### config.mk
export PLATFORM = sky130hd
export DESIGN_NAME = active_bitmap_delta_lister_flat
export DESIGN_NICKNAME = d
export VERILOG_FILES = /design/src/design/abdl_pkg.sv /design/src/design/abdl_if.sv /design/src/design/abdl_front.sv /design/src/design/abdl_queue.sv /design/src/design/abdl_back.sv /design/src/design/active_bitmap_delta_lister.sv /design/src/flat_wrapper.sv
export SDC_FILE = /design/constraint.sdc
export NUM_CORES = 1
export LEC_CHECK = 0
export BUFFER_PORTS_ARGS = -buffer_cell sky130_fd_sc_hd__buf_4
export CAP_MARGIN = 20
export CORE_MARGIN = 3
export CORE_UTILIZATION = 35
export DETAILED_ROUTE_END_ITERATION = 10
export PLACE_DENSITY = 0.49
export SKIP_CTS_REPAIR_TIMING = 1
export SLEW_MARGIN = 40
export SYNTH_ARGS = -nofsm -noshare
export SYNTH_HDL_FRONTEND = slang
export SYNTH_SLANG_ARGS = --single-unit
export TNS_END_PERCENT = 30
### constraint.sdc
create_clock -name clk -period 9.9 [get_ports clk]
set_input_delay 0.99 -clock clk [delete_from_list [all_inputs] [get_ports clk]]
set_output_delay 0.99 -clock clk [all_outputs]
set_load 0.1 [all_outputs]
### src/design/abdl_pkg.sv
// Package: shared constants, types and a helper function of the delta lister.
`timescale 1ns / 1ps

package abdl_pkg;

	localparam int MAX_POSITIONS = 4096;
	localparam int WORD_BITS     = 32;
	localparam int BIT_W         = $clog2(WORD_BITS);
	localparam int POS_W         = $clog2(MAX_POSITIONS);
	localparam int WIDX_W        = POS_W - BIT_W;
	localparam int CNT_W         = 13;
	localparam int DELTA_W       = 8;
	localparam int CFG_IDX_W     = 1;
	localparam int CFG_DATA_W    = 13;
	localparam int QUEUE_DEPTH   = 2;
	localparam int QUEUE_PTR_W   = $clog2(QUEUE_DEPTH);
	localparam int QUEUE_CNT_W   = $clog2(QUEUE_DEPTH + 1);

	localparam logic [DELTA_W-1:0] BRIDGE_DELTA = 8'd255;

	// Register indexes of the configuration port
	localparam logic [CFG_IDX_W-1:0] REG_NUM_SENONES = 1'b0;
	localparam logic [CFG_IDX_W-1:0] REG_ALL_ACTIVE  = 1'b1;

	// One classified word, handed from the front end to the back end
	typedef struct packed {
		logic [WORD_BITS-1:0] flags;       // bitmap word, bits past the frame cleared
		logic [WIDX_W-1:0]    word_index;  // word position within the frame
		logic                 final_word;  // word closes the frame
		logic                 all_active;  // emit the all-active summary only
		logic [CNT_W-1:0]     positions;   // clamped frame size
	} abdl_item_t;

	typedef enum logic {
		BK_IDLE,
		BK_SCAN
	} back_state_t;

	// Index of the lowest set bit; zero for an empty word
	function automatic logic [BIT_W-1:0] lowest_index(input logic [WORD_BITS-1:0] w);
		logic [WORD_BITS-1:0] iso;
		logic [BIT_W-1:0]     idx;
		iso = w & (~w + WORD_BITS'(1));
		idx = '0;
		for (int i = 0; i < WORD_BITS; i++) begin
			if (iso[i]) begin
				idx = idx | BIT_W'(i);
			end
		end
		return idx;
	endfunction

endpackage

### src/design/abdl_if.sv
// Interfaces: bitmap word channel and result channel.
`timescale 1ns / 1ps

interface abdl_word_if;
	logic                           valid;
	logic                           ready;
	logic [abdl_pkg::WORD_BITS-1:0] flag_word;

	modport source (output valid, output flag_word, input ready);
	modport sink   (input valid, input flag_word, output ready);
endinterface

interface abdl_result_if;
	logic                         valid;
	logic                         ready;
	logic [abdl_pkg::DELTA_W-1:0] delta;
	logic                         is_entry;
	logic [abdl_pkg::CNT_W-1:0]   active_count;
	logic                         last;

	modport source (output valid, output delta, output is_entry, output active_count,
		output last, input ready);
	modport sink   (input valid, input delta, input is_entry, input active_count,
		input last, output ready);
endinterface

### src/design/abdl_front.sv
// Front end: configuration registers, word tracking and masking of incoming words.
`timescale 1ns / 1ps

module abdl_front (
	input  logic                              clk,
	input  logic                              arst_n,
	abdl_word_if.sink                         words,
	input  logic                              cfg_we,
	input  logic [abdl_pkg::CFG_IDX_W-1:0]    cfg_index,
	input  logic [abdl_pkg::CFG_DATA_W-1:0]   cfg_data,
	output logic                              push_valid,
	input  logic                              push_ready,
	output abdl_pkg::abdl_item_t              push_item
);

	logic [abdl_pkg::CNT_W-1:0]     num_senones_q;
	logic                           all_active_q;
	logic [abdl_pkg::WIDX_W-1:0]    word_index_q;

	logic [abdl_pkg::CNT_W-1:0]     eff_n;
	logic [abdl_pkg::CNT_W-1:0]     word_count;
	logic [abdl_pkg::CNT_W-1:0]     base_pos;
	logic [abdl_pkg::CNT_W-1:0]     remain;
	logic [abdl_pkg::WORD_BITS-1:0] keep_mask;
	logic                           final_word;
	logic                           push;

	// Write configuration registers
	always_ff @(posedge clk or negedge arst_n) begin
		if (!arst_n) begin
			num_senones_q <= abdl_pkg::CNT_W'(abdl_pkg::MAX_POSITIONS);
			all_active_q  <= 1'b0;
		end else if (cfg_we) begin
			case (cfg_index)
				abdl_pkg::REG_NUM_SENONES: num_senones_q <= cfg_data;
				abdl_pkg::REG_ALL_ACTIVE:  all_active_q  <= cfg_data[0];
				default: ;
			endcase
		end
	end

	// Clamp the frame size and find the final word
	always_comb begin
		if (num_senones_q == '0) begin
			eff_n = abdl_pkg::CNT_W'(1);
		end else if (num_senones_q > abdl_pkg::CNT_W'(abdl_pkg::MAX_POSITIONS)) begin
			eff_n = abdl_pkg::CNT_W'(abdl_pkg::MAX_POSITIONS);
		end else begin
			eff_n = num_senones_q;
		end
		word_count = (eff_n + abdl_pkg::CNT_W'(abdl_pkg::WORD_BITS - 1)) >> abdl_pkg::BIT_W;
		final_word = (abdl_pkg::CNT_W'(word_index_q) + abdl_pkg::CNT_W'(1)) >= word_count;
	end

	// Mask off bits past the end of the frame
	always_comb begin
		base_pos = abdl_pkg::CNT_W'({word_index_q, abdl_pkg::BIT_W'(0)});
		remain   = eff_n - base_pos;
		if (eff_n <= base_pos) begin
			keep_mask = '0;
		end else if (remain >= abdl_pkg::CNT_W'(abdl_pkg::WORD_BITS)) begin
			keep_mask = '1;
		end else begin
			keep_mask = (abdl_pkg::WORD_BITS'(1) << remain[abdl_pkg::BIT_W-1:0])
				- abdl_pkg::WORD_BITS'(1);
		end
	end

	// Hand the classified word to the queue
	assign words.ready = push_ready;
	assign push_valid  = words.valid;
	assign push        = words.valid && push_ready;

	always_comb begin
		push_item.flags      = words.flag_word & keep_mask;
		push_item.word_index = word_index_q;
		push_item.final_word = final_word;
		push_item.all_active = all_active_q;
		push_item.positions  = eff_n;
	end

	// Advance the word position, rearm at the end of a frame or on every word in all_active mode
	always_ff @(posedge clk or negedge arst_n) begin
		if (!arst_n) begin
			word_index_q <= '0;
		end else if (push) begin
			if (all_active_q || final_word) begin
				word_index_q <= '0;
			end else begin
				word_index_q <= word_index_q + abdl_pkg::WIDX_W'(1);
			end
		end
	end

endmodule

### src/design/abdl_queue.sv
// Two-entry queue of classified words between front end and back end.
`timescale 1ns / 1ps

module abdl_queue (
	input  logic                 clk,
	input  logic                 arst_n,
	input  logic                 push_valid,
	output logic                 push_ready,
	input  abdl_pkg::abdl_item_t push_item,
	output logic                 pop_valid,
	input  logic                 pop_ready,
	output abdl_pkg::abdl_item_t pop_item
);

	abdl_pkg::abdl_item_t               slots_q [abdl_pkg::QUEUE_DEPTH];
	logic [abdl_pkg::QUEUE_PTR_W-1:0]   wr_ptr_q;
	logic [abdl_pkg::QUEUE_PTR_W-1:0]   rd_ptr_q;
	logic [abdl_pkg::QUEUE_CNT_W-1:0]   fill_q;
	logic                               push;
	logic                               pop;

	assign push_ready = fill_q != abdl_pkg::QUEUE_CNT_W'(abdl_pkg::QUEUE_DEPTH);
	assign pop_valid  = fill_q != '0;
	assign push       = push_valid && push_ready;
	assign pop        = pop_valid && pop_ready;
	assign pop_item   = slots_q[rd_ptr_q];

	// Store incoming items
	always_ff @(posedge clk) begin
		if (push) begin
			slots_q[wr_ptr_q] <= push_item;
		end
	end

	// Track pointers and fill level
	always_ff @(posedge clk or negedge arst_n) begin
		if (!arst_n) begin
			wr_ptr_q <= '0;
			rd_ptr_q <= '0;
			fill_q   <= '0;
		end else begin
			if (push) begin
				wr_ptr_q <= wr_ptr_q + abdl_pkg::QUEUE_PTR_W'(1);
			end
			if (pop) begin
				rd_ptr_q <= rd_ptr_q + abdl_pkg::QUEUE_PTR_W'(1);
			end
			if (push && !pop) begin
				fill_q <= fill_q + abdl_pkg::QUEUE_CNT_W'(1);
			end else if (pop && !push) begin
				fill_q <= fill_q - abdl_pkg::QUEUE_CNT_W'(1);
			end
		end
	end

endmodule

### src/design/abdl_back.sv
// Back end: walks the set bits of each word and emits deltas, bridges and summaries.
`timescale 1ns / 1ps

module abdl_back (
	input  logic                 clk,
	input  logic                 arst_n,
	input  logic                 pop_valid,
	output logic                 pop_ready,
	input  abdl_pkg::abdl_item_t pop_item,
	abdl_result_if.source        results
);

	abdl_pkg::back_state_t          state_q;
	abdl_pkg::back_state_t          state_d;

	logic [abdl_pkg::WORD_BITS-1:0] word_q;
	logic [abdl_pkg::WIDX_W-1:0]    widx_q;
	logic                           final_q;
	logic                           allact_q;
	logic [abdl_pkg::CNT_W-1:0]     positions_q;
	logic [abdl_pkg::POS_W-1:0]     prev_q;
	logic [abdl_pkg::CNT_W-1:0]     count_q;

	logic                           out_valid_q;
	logic [abdl_pkg::DELTA_W-1:0]   out_delta_q;
	logic                           out_entry_q;
	logic [abdl_pkg::CNT_W-1:0]     out_count_q;
	logic                           out_last_q;

	logic [abdl_pkg::BIT_W-1:0]     bit_idx;
	logic [abdl_pkg::POS_W-1:0]     pos;
	logic [abdl_pkg::POS_W:0]       gap_len;
	logic [abdl_pkg::WORD_BITS-1:0] word_rest;
	logic                           step_ok;

	logic                           load;
	logic                           emit;
	logic [abdl_pkg::DELTA_W-1:0]   emit_delta;
	logic                           emit_entry;
	logic [abdl_pkg::CNT_W-1:0]     emit_count;
	logic                           emit_last;
	logic                           bridge;
	logic                           take_bit;
	logic                           rearm;
	logic                           done;

	// Locate the next active position and its distance
	always_comb begin
		bit_idx   = abdl_pkg::lowest_index(word_q);
		pos       = {widx_q, bit_idx};
		gap_len   = {1'b0, pos} - {1'b0, prev_q};
		word_rest = word_q & (word_q - abdl_pkg::WORD_BITS'(1));
	end

	assign step_ok = !out_valid_q || results.ready;

	// Next state
	always_comb begin
		state_d = state_q;
		case (state_q)
			abdl_pkg::BK_IDLE: begin
				if (pop_valid) begin
					state_d = abdl_pkg::BK_SCAN;
				end
			end
			abdl_pkg::BK_SCAN: begin
				if (done) begin
					state_d = abdl_pkg::BK_IDLE;
				end
			end
			default: state_d = abdl_pkg::BK_IDLE;
		endcase
	end

	// Per-cycle actions
	always_comb begin
		load       = 1'b0;
		emit       = 1'b0;
		emit_delta = '0;
		emit_entry = 1'b0;
		emit_count = '0;
		emit_last  = 1'b0;
		bridge     = 1'b0;
		take_bit   = 1'b0;
		rearm      = 1'b0;
		done       = 1'b0;
		case (state_q)
			abdl_pkg::BK_IDLE: begin
				load = pop_valid;
			end
			abdl_pkg::BK_SCAN: begin
				if (step_ok) begin
					if (allact_q) begin
						emit       = 1'b1;
						emit_count = positions_q;
						emit_last  = 1'b1;
						rearm      = 1'b1;
						done       = 1'b1;
					end else if (word_q != '0) begin
						emit       = 1'b1;
						emit_entry = 1'b1;
						if (gap_len > (abdl_pkg::POS_W + 1)'(abdl_pkg::BRIDGE_DELTA)) begin
							emit_delta = abdl_pkg::BRIDGE_DELTA;
							bridge     = 1'b1;
						end else begin
							emit_delta = gap_len[abdl_pkg::DELTA_W-1:0];
							take_bit   = 1'b1;
							emit_last  = (word_rest == '0) && !final_q;
						end
					end else if (final_q) begin
						emit       = 1'b1;
						emit_count = count_q;
						emit_last  = 1'b1;
						rearm      = 1'b1;
						done       = 1'b1;
					end else begin
						done = 1'b1;
					end
				end
			end
			default: ;
		endcase
	end

	assign pop_ready = load;

	// Advance state
	always_ff @(posedge clk or negedge arst_n) begin
		if (!arst_n) begin
			state_q <= abdl_pkg::BK_IDLE;
		end else begin
			state_q <= state_d;
		end
	end

	// Hold the word under scan
	always_ff @(posedge clk) begin
		if (load) begin
			word_q      <= pop_item.flags;
			widx_q      <= pop_item.word_index;
			final_q     <= pop_item.final_word;
			allact_q    <= pop_item.all_active;
			positions_q <= pop_item.positions;
		end else if (take_bit) begin
			word_q <= word_rest;
		end
	end

	// Track previous position and entry count of the frame
	always_ff @(posedge clk or negedge arst_n) begin
		if (!arst_n) begin
			prev_q  <= '0;
			count_q <= '0;
		end else if (rearm) begin
			prev_q  <= '0;
			count_q <= '0;
		end else if (emit) begin
			count_q <= count_q + abdl_pkg::CNT_W'(1);
			if (bridge) begin
				prev_q <= prev_q + abdl_pkg::POS_W'(abdl_pkg::BRIDGE_DELTA);
			end else if (take_bit) begin
				prev_q <= pos;
			end
		end
	end

	// Output register
	always_ff @(posedge clk or negedge arst_n) begin
		if (!arst_n) begin
			out_valid_q <= 1'b0;
		end else if (step_ok) begin
			out_valid_q <= emit;
		end
	end

	always_ff @(posedge clk) begin
		if (step_ok && emit) begin
			out_delta_q <= emit_delta;
			out_entry_q <= emit_entry;
			out_count_q <= emit_count;
			out_last_q  <= emit_last;
		end
	end

	assign results.valid        = out_valid_q;
	assign results.delta        = out_delta_q;
	assign results.is_entry     = out_entry_q;
	assign results.active_count = out_count_q;
	assign results.last         = out_last_q;

`ifndef NO_ASSERTIONS
	// Positions within a frame never go backward
	a_no_backward: assert property (@(posedge clk) disable iff (!arst_n)
		(state_q == abdl_pkg::BK_SCAN && !allact_q && word_q != '0) |-> (pos >= prev_q))
		else $error("next position lies before the previous one");

	// A summary always closes its word
	a_summary_last: assert property (@(posedge clk) disable iff (!arst_n)
		(results.valid && !results.is_entry) |-> (results.last && results.delta == '0))
		else $error("summary item without last or with nonzero delta");

	// List entries carry no count
	a_entry_count: assert property (@(posedge clk) disable iff (!arst_n)
		(results.valid && results.is_entry) |-> (results.active_count == '0))
		else $error("list entry carries a count");

	// A bridge entry is never the last result of a word
	a_bridge_not_last: assert property (@(posedge clk) disable iff (!arst_n)
		(step_ok && bridge) |=> (out_valid_q && !out_last_q))
		else $error("bridge entry marked last");
`endif

endmodule

### src/design/active_bitmap_delta_lister.sv
// Top level: bitmap-to-delta lister with front end, word queue and back end.
//
// Each accepted 32-bit bitmap word is masked against num_senones and placed in a
// two-deep queue, so words keep flowing in while results drain. The back end loads a
// word from the queue and then emits each list and bridge entry that the word yields
// in turn (the lowest set bit is found combinationally); a closing step emits the
// frame summary on the final word or retires a word that has nothing more to emit.
// It finishes one word before it loads the next. A word in all_active mode emits
// only the summary. Stalls on the result channel hold the back end.
`timescale 1ns / 1ps

module active_bitmap_delta_lister (
	input  logic                            clk,
	input  logic                            arst_n,
	abdl_word_if.sink                       words,
	abdl_result_if.source                   results,
	input  logic                            cfg_we,
	input  logic [abdl_pkg::CFG_IDX_W-1:0]  cfg_index,
	input  logic [abdl_pkg::CFG_DATA_W-1:0] cfg_data
);

	abdl_pkg::abdl_item_t push_item;
	abdl_pkg::abdl_item_t pop_item;
	logic                 push_valid;
	logic                 push_ready;
	logic                 pop_valid;
	logic                 pop_ready;

	abdl_front u_front (
		.clk        (clk),
		.arst_n     (arst_n),
		.words      (words),
		.cfg_we     (cfg_we),
		.cfg_index  (cfg_index),
		.cfg_data   (cfg_data),
		.push_valid (push_valid),
		.push_ready (push_ready),
		.push_item  (push_item)
	);

	abdl_queue u_queue (
		.clk        (clk),
		.arst_n     (arst_n),
		.push_valid (push_valid),
		.push_ready (push_ready),
		.push_item  (push_item),
		.pop_valid  (pop_valid),
		.pop_ready  (pop_ready),
		.pop_item   (pop_item)
	);

	abdl_back u_back (
		.clk       (clk),
		.arst_n    (arst_n),
		.pop_valid (pop_valid),
		.pop_ready (pop_ready),
		.pop_item  (pop_item),
		.results   (results)
	);

endmodule

### src/flat_wrapper.sv
// flat-port wrapper written by rule: the top's interface ports become plain ports
module active_bitmap_delta_lister_flat 
  (clk, arst_n, cfg_we, cfg_index, cfg_data, words_valid, words_flag_word, words_ready, results_valid, results_delta, results_is_entry, results_active_count, results_last, results_ready);
  abdl_word_if words_i ();
  abdl_result_if results_i ();
  input  logic clk;
  input  logic arst_n;
  input  logic cfg_we;
  input  logic [abdl_pkg::CFG_IDX_W-1:0] cfg_index;
  input  logic [abdl_pkg::CFG_DATA_W-1:0] cfg_data;
  input wire logic [$bits(words_i.valid)-1:0] words_valid;
  input wire logic [$bits(words_i.flag_word)-1:0] words_flag_word;
  output wire logic [$bits(words_i.ready)-1:0] words_ready;
  output wire logic [$bits(results_i.valid)-1:0] results_valid;
  output wire logic [$bits(results_i.delta)-1:0] results_delta;
  output wire logic [$bits(results_i.is_entry)-1:0] results_is_entry;
  output wire logic [$bits(results_i.active_count)-1:0] results_active_count;
  output wire logic [$bits(results_i.last)-1:0] results_last;
  input wire logic [$bits(results_i.ready)-1:0] results_ready;
  assign words_i.valid = words_valid;
  assign words_i.flag_word = words_flag_word;
  assign words_ready = words_i.ready;
  assign results_valid = results_i.valid;
  assign results_delta = results_i.delta;
  assign results_is_entry = results_i.is_entry;
  assign results_active_count = results_i.active_count;
  assign results_last = results_i.last;
  assign results_i.ready = results_ready;
  active_bitmap_delta_lister u_core (.clk(clk), .arst_n(arst_n), .words(words_i), .results(results_i), .cfg_we(cfg_we), .cfg_index(cfg_index), .cfg_data(cfg_data));
endmodule
==> results.json <==
{
  "portBuffers": 75,
  "antenna_cells": 0,
  "cts_buffer_depth": 3,
  "cp_data_required_time_ns": 10.31,
  "placementRows": 68,
  "hpwl_um": 21800,
  "cellPowerDensity_mw_per_mm2": 338,
  "power_frac_comb_pct": 41.5,
  "tns_ns": 0,
  "finalMaxSlewViolations": 0,
  "yosys.area.top_type": "edfxtp_1",
  "p_clk_share_pct": 20.0,
  "skew_ns": 0.0175,
  "ys_types": 74,
  "cts.clk_slew.worst_paths_ns": 0.06,
  "first_iter_violations": 671,
  "timing_hold_violations_final": 0,
  "final_nets": 1228,
  "avgViaCountPerCell": 5.42,
  "die_area_mm2": 0.0378,
  "die_w_um": 194,
  "area_growth_pct": 14.8,
  "synthTopCellsByCount": "edfxtp_1, nor2_1, o21ai_0",
  "synthArstFlopShare_pct": 21.9,
  "end_kind": "flip-flop",
  "dpl_cell_area_mm2": 0.0134,
  "yosysWarnings": 0,
  "syn_avg_cell_area_um2": 11.3,
  "netlist_area_mm2": 0.0124,
  "leakage_nw": 5.37,
  "max-slew-margin-rel_pct": 48.0,
  "grt_pass1_wl_um": 49200,
  "grt_overflow_total": 0,
  "netlist_top_cells_area": "edfxtp_1, dfrtp_1, mux2_2, ha_1, mux2i_1",
  "cts.htree.levels": 1,
  "fin_crit_sh_pct": 57.6,
  "cts_tree": "done",
  "coreArea_mm2": 0.0348,
  "vias": 8766,
  "status": "finished, final reports clean",
  "wl_um": 31000,
  "final-setup-viol-count": 0,
  "initial_utilization_pct": 35.7,
  "clock-sinks": 237,
  "tightest_slew_ns": 0.777,
  "die_h_um": 194,
  "slowest_stage": "or4b_1",
  "postRouteAntennaNets": 0,
  "netlist_instances": 1095,
  "clock_latency_ns": 0.53,
  "drv_cap": 0,
  "final_cell_area_mm2": 0.0143,
  "yosysMostFrequentCell": "edfxtp_1",
  "ys_seq_elements": 237,
  "power.internal_mw": 2.81,
  "first_global_vias": 8468,
  "synth_top_area_share_pct": 44.7,
  "cts-buffers-inserted": 27,
  "cp_cell_sequence": "or4_1 -> or4b_1 -> or4b_1 -> o32a_1 -> o2111ai_2 -> ha_1 -> or2_2 -> a211o_1 -> o21ai_0 -> mux2_2 -> nor4_4 -> buf_4 -> mux2_2 -> a22o_1",
  "ys_seq_area_share_pct": 55.2,
  "drive_gt1_share_pct": 16.1,
  "cp_slowest_stage_delay_ns": 0.76,
  "rsz0062_at_grt": "false",
  "p_seq_share_pct": 38.5,
  "rrSetupSlack_ns": 4.20,
  "crit_path_start_kind": "flip-flop",
  "synth_edf_count": 185,
  "fmax_mhz": 175,
  "wl_per_cell_um": 19.2,
  "crit_arrival_ns": 6.11,
  "hold_path.class": "in -> async",
  "num_io_pins": 76,
  "period_minus_slack_ns": 5.70,
  "path_class": "reg -> reg",
  "ir_drop_mv": 0.280,
  "syn_nets": 1180,
  "clk_root_buffer_cell": "clkbuf_16",
  "switching_share_pct": 41.9,
  "critPathMaxFanout": 35,
  "drcViolationCount": 0,
  "place_congestion": 0.870,
  "grt_use_total_pct": 16.0,
  "first_pass_iters": 6,
  "switchingPower_mw": 2.02,
  "grt_max_degree": 65,
  "synth_flop_cell": "edfxtp_1",
  "grt_antenna_before_repair": 1
}
[kinds of logic (layout without fill, tap and decap cells)]
logic type / Yosys count / count (layout) / synth area share (%)
AND/OR/NAND/NOR: 345 / 345 / 14.2
AO/OA/AOI/OAI: 258 / 258 / 14.4
flip-flops: 237 / 237 / 55.2
buffers and inverters: 106 / 173 / 3.31
multiplexers: 76 / 76 / 6.53
adder cells (fa/ha/maj): 37 / 37 / 3.79
XOR/XNOR: 36 / 36 / 2.54
[routing by layer]
layer	GRT usage, %	part of all wire [%]
met2	23.8	43
met4	3.80	2.2
met1	24.8	50
met3	2.31	4.7
met5	0	0
[power groups by stage]
stage / clock [mW] / combinational (mW) / sequential (mW)
after floorplan: 0 / 1.25 / 2.07
after global placement: 0 / 2.02 / 1.87
after detailed placement: 0 / 2.01 / 1.87
after CTS: 0.995 / 2.02 / 1.86
after global routing: 1.04 / 2.21 / 1.91
final: 0.966 / 2.01 / 1.86
[layout by cell type, fill, tap and decap left out, drive strengths merged, types with 8 or more instances in the layout]
cell / synthesis / layout
ha: 32 / 32
o21ai: 65 / 65
a21o: 9 / 9
mux2: 41 / 41
dfrtp: 51 / 51
a21oi: 48 / 48
o211a: 18 / 18
o21a: 10 / 10
a22oi: 15 / 15
edfxtp: 185 / 185
nor4: 20 / 20
xor2: 12 / 12
nor2b: 18 / 18
or4: 14 / 14
inv: 41 / 42
nor2: 92 / 92
mux2i: 35 / 35
or3: 14 / 14
o211ai: 10 / 10
clkbuf: 54 / 36
o22ai: 12 / 12
xnor2: 24 / 24
nand4: 12 / 12
nor3: 33 / 33
nand3: 34 / 34
nand2b: 17 / 17
and3: 8 / 8
clkinv: 0 / 8
nand2: 58 / 58
buf: 11 / 84
[final timing paths]
path	start	to	depth (start not counted)
max reg2reg	u_core.u_back.word_q[1]$_DFFE_PP_	u_core.u_back.prev_q[3]$_DFFE_PN0P_	14
max in group asynchronous	arst_n	u_core.u_queue.rd_ptr_q$_DFFE_PN0P_	1
max	u_core.u_back.word_q[1]$_DFFE_PP_	u_core.u_back.prev_q[3]$_DFFE_PN0P_	14
min in group clk	u_core.u_back.prev_q[5]$_DFFE_PN0P_	u_core.u_back.prev_q[5]$_DFFE_PN0P_	2
min	arst_n	u_core.u_front.num_senones_q[3]$_DFFE_PN0P_	1
min reg2reg	u_core.u_back.prev_q[5]$_DFFE_PN0P_	u_core.u_back.prev_q[5]$_DFFE_PN0P_	2
[cell type report]
cell class                 instances  area [um^2]
inverter                          41          154
clock inverter                    12          119
fill                            3332        20500
tap                              455          569
timing repair buffer              84          634
multi-input combinational        752         5200
clock buffer                      36          739
sequential                       237         6860
[worst max-delay path, delay by kind of cell (launching register included)]
family                   cells  cell delay (ns)
AO/OA/AOI/OAI                5             1.09
adder cells (fa/ha/maj)      1             0.31
buffers and inverters        1             0.39
flip-flops                   1             0.46
multiplexers                 2             0.77
AND/OR/NAND/NOR              5             2.55
[through the flow]
stage               cells  utilization, %  setup slack (ns)  hold slack (ns)  total power [mW]
floorplan            1095               -              3.71            0.457              3.32
global placement     1569            38.5              4.30            0.475              3.89
detailed placement   1569            38.5              4.21            0.480              3.89
CTS                  1617            41.0              4.17            0.495              4.87
global route         1617            41.0              3.88            0.436              5.15
finish               1617            41.0              4.20            0.408              4.83
[state kept, by name, indices dropped and copies added (netlist names)]
| name | flops |
|---|---|
| u_core.u_queue.wr_ptr_q | 1 |
| u_core.u_queue.rd_ptr_q | 1 |
| u_core.u_front.num_senones_q | 13 |
| u_core.u_back.results.valid | 1 |
| u_core.u_back.positions_q | 13 |
| u_core.u_back.word_q | 32 |
| u_core.u_back.widx_q | 7 |
| u_core.u_back.results.active_count | 13 |
| u_core.u_back.state_q | 1 |
| u_core.u_queue.fill_q | 2 |
| u_core.u_queue.slots_q | 108 |
| u_core.u_front.word_index_q | 7 |
| u_core.u_back.final_q | 1 |
| u_core.u_back.results.last | 1 |
| u_core.u_back.results.is_entry | 1 |
| u_core.u_back.count_q | 13 |
| u_core.u_front.all_active_q | 1 |
| u_core.u_back.prev_q | 12 |
| u_core.u_back.results.delta | 8 |
| u_core.u_back.allact_q | 1 |
Power figures use the tool's default switching activity.
